==> src/sv/linear_probe_hash_set_macros.svh <==
// assertion macros for the hash set
`ifndef LINEAR_PROBE_HASH_SET_MACROS_SVH
`define LINEAR_PROBE_HASH_SET_MACROS_SVH

// same-cycle implication, disabled during reset
`define LPH_ASSERT_IMP(label, clk, rst_n, ante, cons) \
  label: assert property (@(posedge clk) disable iff (!rst_n) (ante) |-> (cons)) \
    else $error("lph assertion failed");

// next-cycle implication, disabled during reset
`define LPH_ASSERT_NXT(label, clk, rst_n, ante, cons) \
  label: assert property (@(posedge clk) disable iff (!rst_n) (ante) |=> (cons)) \
    else $error("lph assertion failed");

`endif

==> src/sv/lph_pkg.sv <==
`timescale 1ns / 1ps
package lph_pkg;

  // slot count is a power of two so the home slot is the low key bits
  localparam int unsigned SLOT_W = 4;
  localparam int unsigned SLOTS  = 1 << SLOT_W;
  localparam int unsigned KEY_W  = 31;
  localparam int unsigned OP_W   = 2;
  localparam int unsigned OUT_SLOT_W = 4;

  localparam logic [OP_W-1:0] OP_MEMBER = 2'd0;
  localparam logic [OP_W-1:0] OP_ADD    = 2'd1;
  localparam logic [OP_W-1:0] OP_DEL    = 2'd2;

  localparam logic [1:0] ST_EMPTY = 2'd0;
  localparam logic [1:0] ST_USED  = 2'd1;
  localparam logic [1:0] ST_GONE  = 2'd2;

  typedef struct packed {
    logic              en;
    logic              key_en;
    logic [SLOT_W-1:0] addr;
    logic [KEY_W-1:0]  key;
    logic [1:0]        status;
  } lph_wr_t;

  typedef struct packed {
    logic [KEY_W-1:0] key;
    logic [1:0]       status;
  } lph_rd_t;

endpackage

==> src/sv/lph_store.sv <==
`timescale 1ns / 1ps
module lph_store (
  input  logic                       clk_i,
  input  logic                       rst_ni,
  input  logic [lph_pkg::SLOT_W-1:0] rd_addr_i,
  input  lph_pkg::lph_wr_t           wr_i,
  output lph_pkg::lph_rd_t           rd_o
);

  logic [lph_pkg::KEY_W-1:0] key_mem [lph_pkg::SLOTS];
  logic [1:0]                stat_mem [lph_pkg::SLOTS];
  logic [lph_pkg::SLOTS-1:0] valid_q;

  logic [lph_pkg::KEY_W-1:0] key_rd_q;
  logic [1:0]                stat_rd_q;
  logic                      vld_rd_q;

  always_ff @(posedge clk_i) begin
    if (wr_i.en && wr_i.key_en) begin
      key_mem[wr_i.addr] <= wr_i.key;
    end
    if (wr_i.en) begin
      stat_mem[wr_i.addr] <= wr_i.status;
    end
    key_rd_q  <= key_mem[rd_addr_i];
    stat_rd_q <= stat_mem[rd_addr_i];
  end

  // valid bits make every slot read as empty right after reset
  always_ff @(posedge clk_i or negedge rst_ni) begin
    if (!rst_ni) begin
      valid_q  <= '0;
      vld_rd_q <= 1'b0;
    end else begin
      if (wr_i.en) begin
        valid_q[wr_i.addr] <= 1'b1;
      end
      vld_rd_q <= valid_q[rd_addr_i];
    end
  end

  assign rd_o.key    = key_rd_q;
  assign rd_o.status = vld_rd_q ? stat_rd_q : lph_pkg::ST_EMPTY;

endmodule

==> src/sv/linear_probe_hash_set.sv <==
`timescale 1ns / 1ps
// a request probes 1 to SLOTS slots from its home slot on; its result is registered after the last probe step
// a new request is accepted only while busy is low, once the previous one has ended; one read per probe step
// a zero key or unused op code gives its result in the next cycle and busy stays low
// the result strobe lasts one cycle; the receiver cannot stall, so busy never waits on it
// reset is asynchronous and active low; slot status reads empty at once, no clearing pass
`include "linear_probe_hash_set_macros.svh"
module linear_probe_hash_set (
  input  logic                           clk_i,
  input  logic                           rst_ni,
  input  logic                           start_i,
  output logic                           busy_o,
  input  logic [lph_pkg::OP_W-1:0]       op_i,
  input  logic [lph_pkg::KEY_W-1:0]      key_i,
  output logic                           done_o,
  output logic                           found_o,
  output logic                           stored_o,
  output logic                           full_res_o,
  output logic                           bad_key_o,
  output logic [lph_pkg::OUT_SLOT_W-1:0] slot_o
);

  typedef enum logic {S_IDLE, S_PROBE} state_e;

  localparam logic [lph_pkg::SLOT_W-1:0] LastCnt = lph_pkg::SLOT_W'(lph_pkg::SLOTS - 1);

  state_e                           state_q, state_d;
  logic [lph_pkg::OP_W-1:0]         op_q, op_d;
  logic [lph_pkg::KEY_W-1:0]        key_q, key_d;
  logic [lph_pkg::SLOT_W-1:0]       idx_q, idx_d;
  logic [lph_pkg::SLOT_W-1:0]       cnt_q, cnt_d;
  logic                             done_q, done_d;
  logic                             found_q, found_d;
  logic                             stored_q, stored_d;
  logic                             full_q, full_d;
  logic                             bad_q, bad_d;
  logic [lph_pkg::OUT_SLOT_W-1:0]   slot_q, slot_d;

  logic [lph_pkg::SLOT_W-1:0]       rd_addr;
  lph_pkg::lph_wr_t                 wr;
  lph_pkg::lph_rd_t                 rd;
  logic                             hit, empty;

  lph_store u_store (
    .clk_i     (clk_i),
    .rst_ni    (rst_ni),
    .rd_addr_i (rd_addr),
    .wr_i      (wr),
    .rd_o      (rd)
  );

  // read data belongs to idx_q during a probe
  assign hit   = (rd.status == lph_pkg::ST_USED) && (rd.key == key_q);
  assign empty = (rd.status == lph_pkg::ST_EMPTY);

  always_comb begin
    state_d  = state_q;
    op_d     = op_q;
    key_d    = key_q;
    idx_d    = idx_q;
    cnt_d    = cnt_q;
    done_d   = 1'b0;
    found_d  = 1'b0;
    stored_d = 1'b0;
    full_d   = 1'b0;
    bad_d    = 1'b0;
    slot_d   = '0;
    rd_addr  = key_i[lph_pkg::SLOT_W-1:0];
    wr       = '0;
    case (state_q)
      S_IDLE: begin
        if (start_i) begin
          op_d  = op_i;
          key_d = key_i;
          idx_d = key_i[lph_pkg::SLOT_W-1:0];
          cnt_d = '0;
          if (key_i == '0) begin
            done_d = 1'b1;
            bad_d  = 1'b1;
          end else if (op_i == lph_pkg::OP_MEMBER || op_i == lph_pkg::OP_ADD ||
                       op_i == lph_pkg::OP_DEL) begin
            state_d = S_PROBE;
          end else begin
            done_d = 1'b1;
          end
        end
      end
      S_PROBE: begin
        if (hit) begin
          state_d = S_IDLE;
          done_d  = 1'b1;
          found_d = 1'b1;
          slot_d  = lph_pkg::OUT_SLOT_W'(idx_q);
          if (op_q == lph_pkg::OP_DEL) begin
            wr.en     = 1'b1;
            wr.addr   = idx_q;
            wr.status = lph_pkg::ST_GONE;
          end
        end else if (empty) begin
          state_d = S_IDLE;
          done_d  = 1'b1;
          // the first empty slot on the path is where an add places the key
          if (op_q == lph_pkg::OP_ADD) begin
            wr.en     = 1'b1;
            wr.key_en = 1'b1;
            wr.addr   = idx_q;
            wr.key    = key_q;
            wr.status = lph_pkg::ST_USED;
            stored_d  = 1'b1;
            slot_d    = lph_pkg::OUT_SLOT_W'(idx_q);
          end
        end else if (cnt_q == LastCnt) begin
          state_d = S_IDLE;
          done_d  = 1'b1;
          full_d  = (op_q == lph_pkg::OP_ADD);
        end else begin
          idx_d   = idx_q + 1'b1;
          cnt_d   = cnt_q + 1'b1;
          rd_addr = idx_q + 1'b1;
        end
      end
      default: begin
        state_d = S_IDLE;
      end
    endcase
  end

  always_ff @(posedge clk_i or negedge rst_ni) begin
    if (!rst_ni) begin
      state_q  <= S_IDLE;
      op_q     <= lph_pkg::OP_MEMBER;
      key_q    <= '0;
      idx_q    <= '0;
      cnt_q    <= '0;
      done_q   <= 1'b0;
      found_q  <= 1'b0;
      stored_q <= 1'b0;
      full_q   <= 1'b0;
      bad_q    <= 1'b0;
      slot_q   <= '0;
    end else begin
      state_q  <= state_d;
      op_q     <= op_d;
      key_q    <= key_d;
      idx_q    <= idx_d;
      cnt_q    <= cnt_d;
      done_q   <= done_d;
      found_q  <= found_d;
      stored_q <= stored_d;
      full_q   <= full_d;
      bad_q    <= bad_d;
      slot_q   <= slot_d;
    end
  end

  assign busy_o     = (state_q != S_IDLE);
  assign done_o     = done_q;
  assign found_o    = found_q;
  assign stored_o   = stored_q;
  assign full_res_o = full_q;
  assign bad_key_o  = bad_q;
  assign slot_o     = slot_q;

  `LPH_ASSERT_NXT(a_bad_key_resp, clk_i, rst_ni, start_i && !busy_o && key_i == '0, done_o && bad_key_o)
  `LPH_ASSERT_IMP(a_done_idle, clk_i, rst_ni, done_o, !busy_o)
  `LPH_ASSERT_IMP(a_stored_excl, clk_i, rst_ni, done_o && stored_o, !found_o && !full_res_o)
  `LPH_ASSERT_NXT(a_probe_ends, clk_i, rst_ni, busy_o && cnt_q == LastCnt, !busy_o && done_o)

endmodule
==> config.mk <==
export PLATFORM = sky130hd
export DESIGN_NAME = linear_probe_hash_set
export DESIGN_NICKNAME = d
export VERILOG_FILES = /design/src/sv/lph_pkg.sv /design/src/sv/lph_store.sv /design/src/sv/linear_probe_hash_set.sv
export VERILOG_INCLUDE_DIRS = /design/src /design/src/sv
export SDC_FILE = /design/constraint.sdc
export NUM_CORES = 1
export LEC_CHECK = 0
export BUFFER_PORTS_ARGS = -buffer_cell sky130_fd_sc_hd__buf_2
export CELL_PAD_IN_SITES_DETAIL_PLACEMENT = 2
export CELL_PAD_IN_SITES_GLOBAL_PLACEMENT = 2
export CORE_ASPECT_RATIO = 0.75
export CORE_UTILIZATION = 40
export DETAILED_ROUTE_END_ITERATION = 10
export PLACE_DENSITY_LB_ADDON = 0.1
export SYNTH_ARGS = -nofsm -noshare
export SYNTH_HDL_FRONTEND = slang
export SYNTH_SLANG_ARGS = --single-unit
==> constraint.sdc <==
create_clock -name clk_i -period 5.7 [get_ports clk_i]
set_clock_uncertainty 0.15 [all_clocks]
set_input_delay 0.855 -clock clk_i [delete_from_list [all_inputs] [get_ports clk_i]]
set_output_delay 0.855 -clock clk_i [all_outputs]
set_load 0.02 [all_outputs]
# Yosys cells after proc, flatten, opt, wreduce, memory -nomap -nowiden
# Memory sizes are Yosys's and may differ from the RTL's. A register that Yosys moved wholly into a read port is not among the register bits.
# Index checks and enable logic that the tools add are counted.
classes:
  add_sub_neg: 2
  order_cmp: 3
  eq_ne: 11
  n_mux: 65
  bitwise: 2
  reduce_logical: 10
ops:
  columns: ["op", "count"]
  rows:
  - ["39-bit 2-to-1 mux", 3]
  - ["4-bit 2-to-1 mux", 18]
  - ["1-bit 2-to-1 mux", 34]
  - ["31-bit equality test", 1]
  - ["31-bit zero test", 1]
  - ["31-bit 2-to-1 mux", 1]
  - ["16-bit OR", 1]
  - ["4-bit case mux with 2 select lines", 2]
  - ["4-bit by 5-bit < comparator with 1-bit output, second input constant", 2]
  - ["4-bit by 1-bit adder with 4-bit output, second input constant", 2]
  - ["2-bit != test, second input constant", 4]
  - ["2-bit by 1-bit equality test with 1-bit output, second input constant", 3]
  - ["2-bit 2-to-1 mux", 3]
  - ["1-bit binary-select mux with 4-bit select", 1]
  - ["1-bit demux with 4-bit select", 1]
  - ["2-bit equality test, second input constant", 2]
  - ["4-bit equality test, second input constant", 1]
  - ["4-bit by 1-bit greater-or-equal comparator with 1-bit output, second input constant", 1]
  - ["2-bit zero test", 2]
  - ["1-bit case mux with 2 select lines", 2]
  - ["4-bit AND reduction", 1]
  - ["1-bit logical AND", 3]
  - ["1-bit logical OR", 2]
  - ["2-bit AND reduction", 1]
  - ["1-bit inverter", 1]
word_totals:
  reg_bits: 68
  mem_bits_rw: 528
  input_bits: 36
  out_inout_bits: 10
  n_memories: 2
mem_list:
  columns: ["memory", "depth", "word_bits", "read_ports", "rd_clocked_by_memory_dff", "wr", "line", "text"]
  rows:
  - ["u_store.key_mem", 16, 31, 1, 1, 1, "lph_store.sv:10", "logic [lph_pkg::KEY_W-1:0] key_mem [lph_pkg::SLOTS];"]
  - ["u_store.stat_mem", 16, 2, 1, 1, 1, "lph_store.sv:11", "logic [1:0] stat_mem [lph_pkg::SLOTS];"]

# Depth between registers and ports, before layout
depth:
  depth_word: 10
  depth_mapped: 11
  ltp_nobuf: 8

# By module
# A second synthesis with hierarchy kept.
hier_totals:
  cells_unflattened: 1253
  area_unflattened_um2: 24125.6
by_module_without_submodules:
  columns: ["mod", "instances", "cells_per_inst", "area_each_um2", "seq_area_each_um2"]
  rows:
  - ["lph_store", 1, 923, 21225.4, 16941.2]
  - ["linear_probe_hash_set", 1, 330, 2900.3, 1276.2]

# Worst setup path after synthesis
# No wires, ideal clock.
synth_timing:
  kind: "register to register"
  startpoint: "reg key_q[12] (netlist name)"
  endpoint: "mem u_store.key_mem[11][0] (netlist name), enable pin"
  arrival_ps: 4349
  setup_slack_ps: 743
  path_stages_with_launch: 12
  n_path_buf: 3
  path_cell_list: "dfrtp_1 -> xnor2_1 -> nand4_1 -> nor4_1 -> and4_1 -> buf_4 -> buf_4 -> nand2_1 -> o21ai_1 -> nand3b_1 -> clkbuf_1 -> nor3_1"
synth_via:
  elab_chain_len: 7
synth_rtl:
  columns: ["element", "line", "text"]
  rows:
  - ["start, declared", "linear_probe_hash_set.sv:29", "logic [lph_pkg::KEY_W-1:0] key_q, key_d;"]
  - ["start signal, assigned", "linear_probe_hash_set.sv:144", "key_q <= key_d;"]
  - ["31-bit equality test (*)", "linear_probe_hash_set.sv:53", "assign hit = (rd.status == lph_pkg::ST_USED) && (rd.key == key_q);"]
  - ["1-bit logical AND (*)", "linear_probe_hash_set.sv:53", null]
  - ["1-bit 2-to-1 mux", "linear_probe_hash_set.sv:89", "if (hit) begin"]
  - ["39-bit 2-to-1 mux (*)", "linear_probe_hash_set.sv:70", "case (state_q)"]
  - ["1-bit logical AND", "lph_store.sv:19", "if (wr_i.en && wr_i.key_en) begin"]
  - ["1-bit 2-to-1 mux", "lph_store.sv:19", null]
  - ["1-bit 2-to-1 mux (implied by the code)", "lph_store.sv:20", "key_mem[wr_i.addr] <= wr_i.key;"]
  - ["end, declared", "lph_store.sv:10", null]
# Every way passes the cells marked *; elsewhere a longest branch is shown, timed or not.

# Worst setup path after layout
layout_timing:
  startpoint: "reg key_q[15] (netlist name)"
  endpoint: "reg u_store.key_rd_q[3] (netlist name) (read register of u_store.key_mem)"
layout_via:
  elab_chain_len: 4
layout_rtl:
  columns: ["element", "line", "text"]
  rows:
  - ["31-bit equality test", "linear_probe_hash_set.sv:53", null]
  - ["1-bit logical AND", "linear_probe_hash_set.sv:53", null]
  - ["4-bit 2-to-1 mux", "linear_probe_hash_set.sv:89", null]
  - ["4-bit 2-to-1 mux", "linear_probe_hash_set.sv:70", null]
  - ["end, declared", "lph_store.sv:14", "logic [lph_pkg::KEY_W-1:0] key_rd_q;"]
# No other way between the ends.
# A chain may end at the register's enable or synchronous reset.

==> metrics.txt <==
hold slack=between 0.2 and 0.25 ns; Hold Vio Cnt, Final=0; first-pass GRT wire length=between 150000 and 200000 µm; worst slew pin tran=roughly 1.2 ns; Critical Path AT=approximately 5.0 ns; number of global-route vias before repair=roughly 29k; FMAX=211.2 MHz; fin cells=4065; design area=36240 µm²; post-synthesis adder-cell area fraction=0.07637%; Reg-to-Reg Start=key_q[15]$_DFFE_PN0P_; detailed placement HPWL=approximately 73000 µm; post-synthesis compound-gate area fraction=between 20% and 30%; htree depth=3; pwr dens=roughly 370 nW/µm²; drt drc=0; Syn Inst Count=~3.1k; relative slew slack=a little over a fifth; Initial Utilization=between 40% and 50%; Ports=46; LEAKAGE=about 12 nW; Synth Flop Type=edfxtp_1; antenna-violating nets left=0; die area=~83000 µm²; fin crit share=83.05%; syn avg cell area=10.61 µm²; setup TNS=0 ns; CP endpoint kind=flip-flop; clock slew at reported path FFs=about 0.060 ns; initial antenna violation count=1; DIE HEIGHT=about 250 µm; row count=90; post-CTS setup buffers=0; main combinational cell family by area after synthesis=compound AO/OA/AOI/OAI gates; post-synthesis mux area share=0.07255%; max cap viols=0; Vias per Instance=6.552; simple logic cell fraction of the synthesized area=17.87%; core area=slightly above 80000 µm²; root buf cell=clkbuf_16; port buffer count=45; Synth Warn #=0; WS Path Type=reg2reg; # resized after CTS=0; CTS tree=yes; Critical Path Source=key_q[15]$_DFFE_PN0P_; Post-Place Cell Area=around 34000 µm²; Hold Buf Count CTS=0; commonest non-fill, non-tap cell in the layout=nand2b_1; clock latency on the worst-skew pair=between 0.6 and 0.7 ns; endpoints failing setup=0; register area share after synthesis=between 50 and 60%; Layout Nets=2988; Net Count, Synth=around 3.1k; final core area utilization=44.88%; Cells after DPL=about 4k; DR iter-0 viols=2151; CP Launch Type=flip-flop; layout cells sized above 1=under 10%; unrepaired setup endpoints after global routing=no; number of clock sinks=roughly 630; status=complete, no violations; Synth cell types=54; CP required=5.99 ns; ys async rst share=10.81%; GRT Total Usage=between 30% and 40%; Max clock buf depth=3; total power draw=around 13 mW; gr ovfl total=0; final RePlAce weighted congestion=~0.81; pre-CTS setup slack=1.062 ns; via total after detailed routing=26.63k; Worst Hold Class=in2async; CTS Buf Count=around 70; worst-path maximum fanout=about 130; DRT Pass-1 Iters=5; largest net degree at the start of global routing=between 150 and 200; crit path time final=4.734 ns; commonest cells after routing, fill and taps aside=538 x nand2b_1, 528 x edfxtp_1, 387 x nand2_1, 272 x a311oi_1, 270 x a21oi_1; DIE WIDTH=332.5 µm; setup ws final=about 0.97 ns; post-synthesis register bit count=around 630; Post-Route WL=~130000 µm; post-DR wirelength/cell=~32 µm; maximum VDD drop=approximately 0.0003 V; post-synthesis xor/xnor area fraction=less than 1%; area added between synthesis and finish=10.59%; EDFF count, synth=528; Slew Limit Fails=0; synthesized cell area=between 30000 and 40000 µm²
==> state kept, by name (all words and copies together) (netlist names) <==
register,cells
slot_o,4
op_q,2
u_store.stat_rd_q,2
busy_o,1
u_store.valid_q,16
full_res_o,1
stored_o,1
u_store.key_rd_q,31
cnt_q,4
u_store.key_mem,496
key_q,31
u_store.stat_mem,32
done_o,1
u_store.vld_rd_q,1
idx_q,4
found_o,1
bad_key_o,1
==> area by class of cell <==
cell class	instances	area [µm²]
well taps	1058	1324
repair buffers	118	1061
multi-input cells	2125	13380
fillers	8167	44500
clock inverters	18	120.1
inverters	5	18.77
diodes	1	2.502
clock buffers	111	2112
flip-flops and latches	629	18220
==> power breakdown <==
part / switching (mW) / internal [mW] / total (mW)
registers: 0.194 / 5.17 / 5.37
logic: 2.23 / 1.17 / 3.40
clock network: 1.96 / 2.59 / 4.56
==> cell families after synthesis <==
family	Yosys count
AOI/OAI and AO/OA	989
xor gates and xnor gates	35
adders and majority gates	2
buffers and inverters	334
DFF	629
muxes	2
and+or+nand+nor	1097
==> critical path: stages (launching register included) <==
cell      delay [ns]
dfrtp_1         0.41
xnor2_1         0.29
nand4_1         0.21
nor4_1          0.45
and4_4          0.71
buf_12          0.57
a211oi_1        0.14
a311oi_1        0.43
o22ai_1         0.20
or4_1           0.79
==> final timing paths <==
check	slack (ns)	endpoint	cells past startpoint
min	0.23	cnt_q[1]$_DFFE_PN0P_	1
min in group clk_i	0.28	op_q[0]$_DFFE_PN0P_	3
max reg2reg	0.97	u_store.key_rd_q[3]$_DFF_P_	9
max	0.97	u_store.key_rd_q[3]$_DFF_P_	9
min reg2reg	0.35	u_store.valid_q[1]$_DFFE_PN0P_	2
max in group asynchronous	4.51	key_q[17]$_DFFE_PN0P_	1
==> layer usage <==
metal	track usage, %	vias to the layer above	wire length, µm
met5	0	-	13
li1	-	11481	-
met2	49.75	709	61330
met4	10.30	2	3827
met3	4.336	219	6809
met1	42.61	14222	57880
==> Yosys cell counts, types with 15 or more instances <==
master | count | area share, %
a21oi_1 | 270 | 4.1
a211oi_1 | 269 | 6.2
clkbuf_1 | 259 | 3.0
dfxtp_1 | 33 | 2.0
nor2_1 | 38 | 0.44
nand2b_1 | 539 | 10
or4_1 | 34 | 0.78
buf_4 | 15 | 0.34
a311oi_1 | 272 | 7.3
and3_1 | 32 | 0.61
xnor2_1 | 23 | 0.61
nand2_1 | 388 | 4.4
dfrtp_1 | 68 | 5.2
edfxtp_1 | 528 | 48
buf_2 | 47 | 0.72
o22ai_1 | 137 | 2.6
No activity file was read; power rests on OpenSTA's default activity.
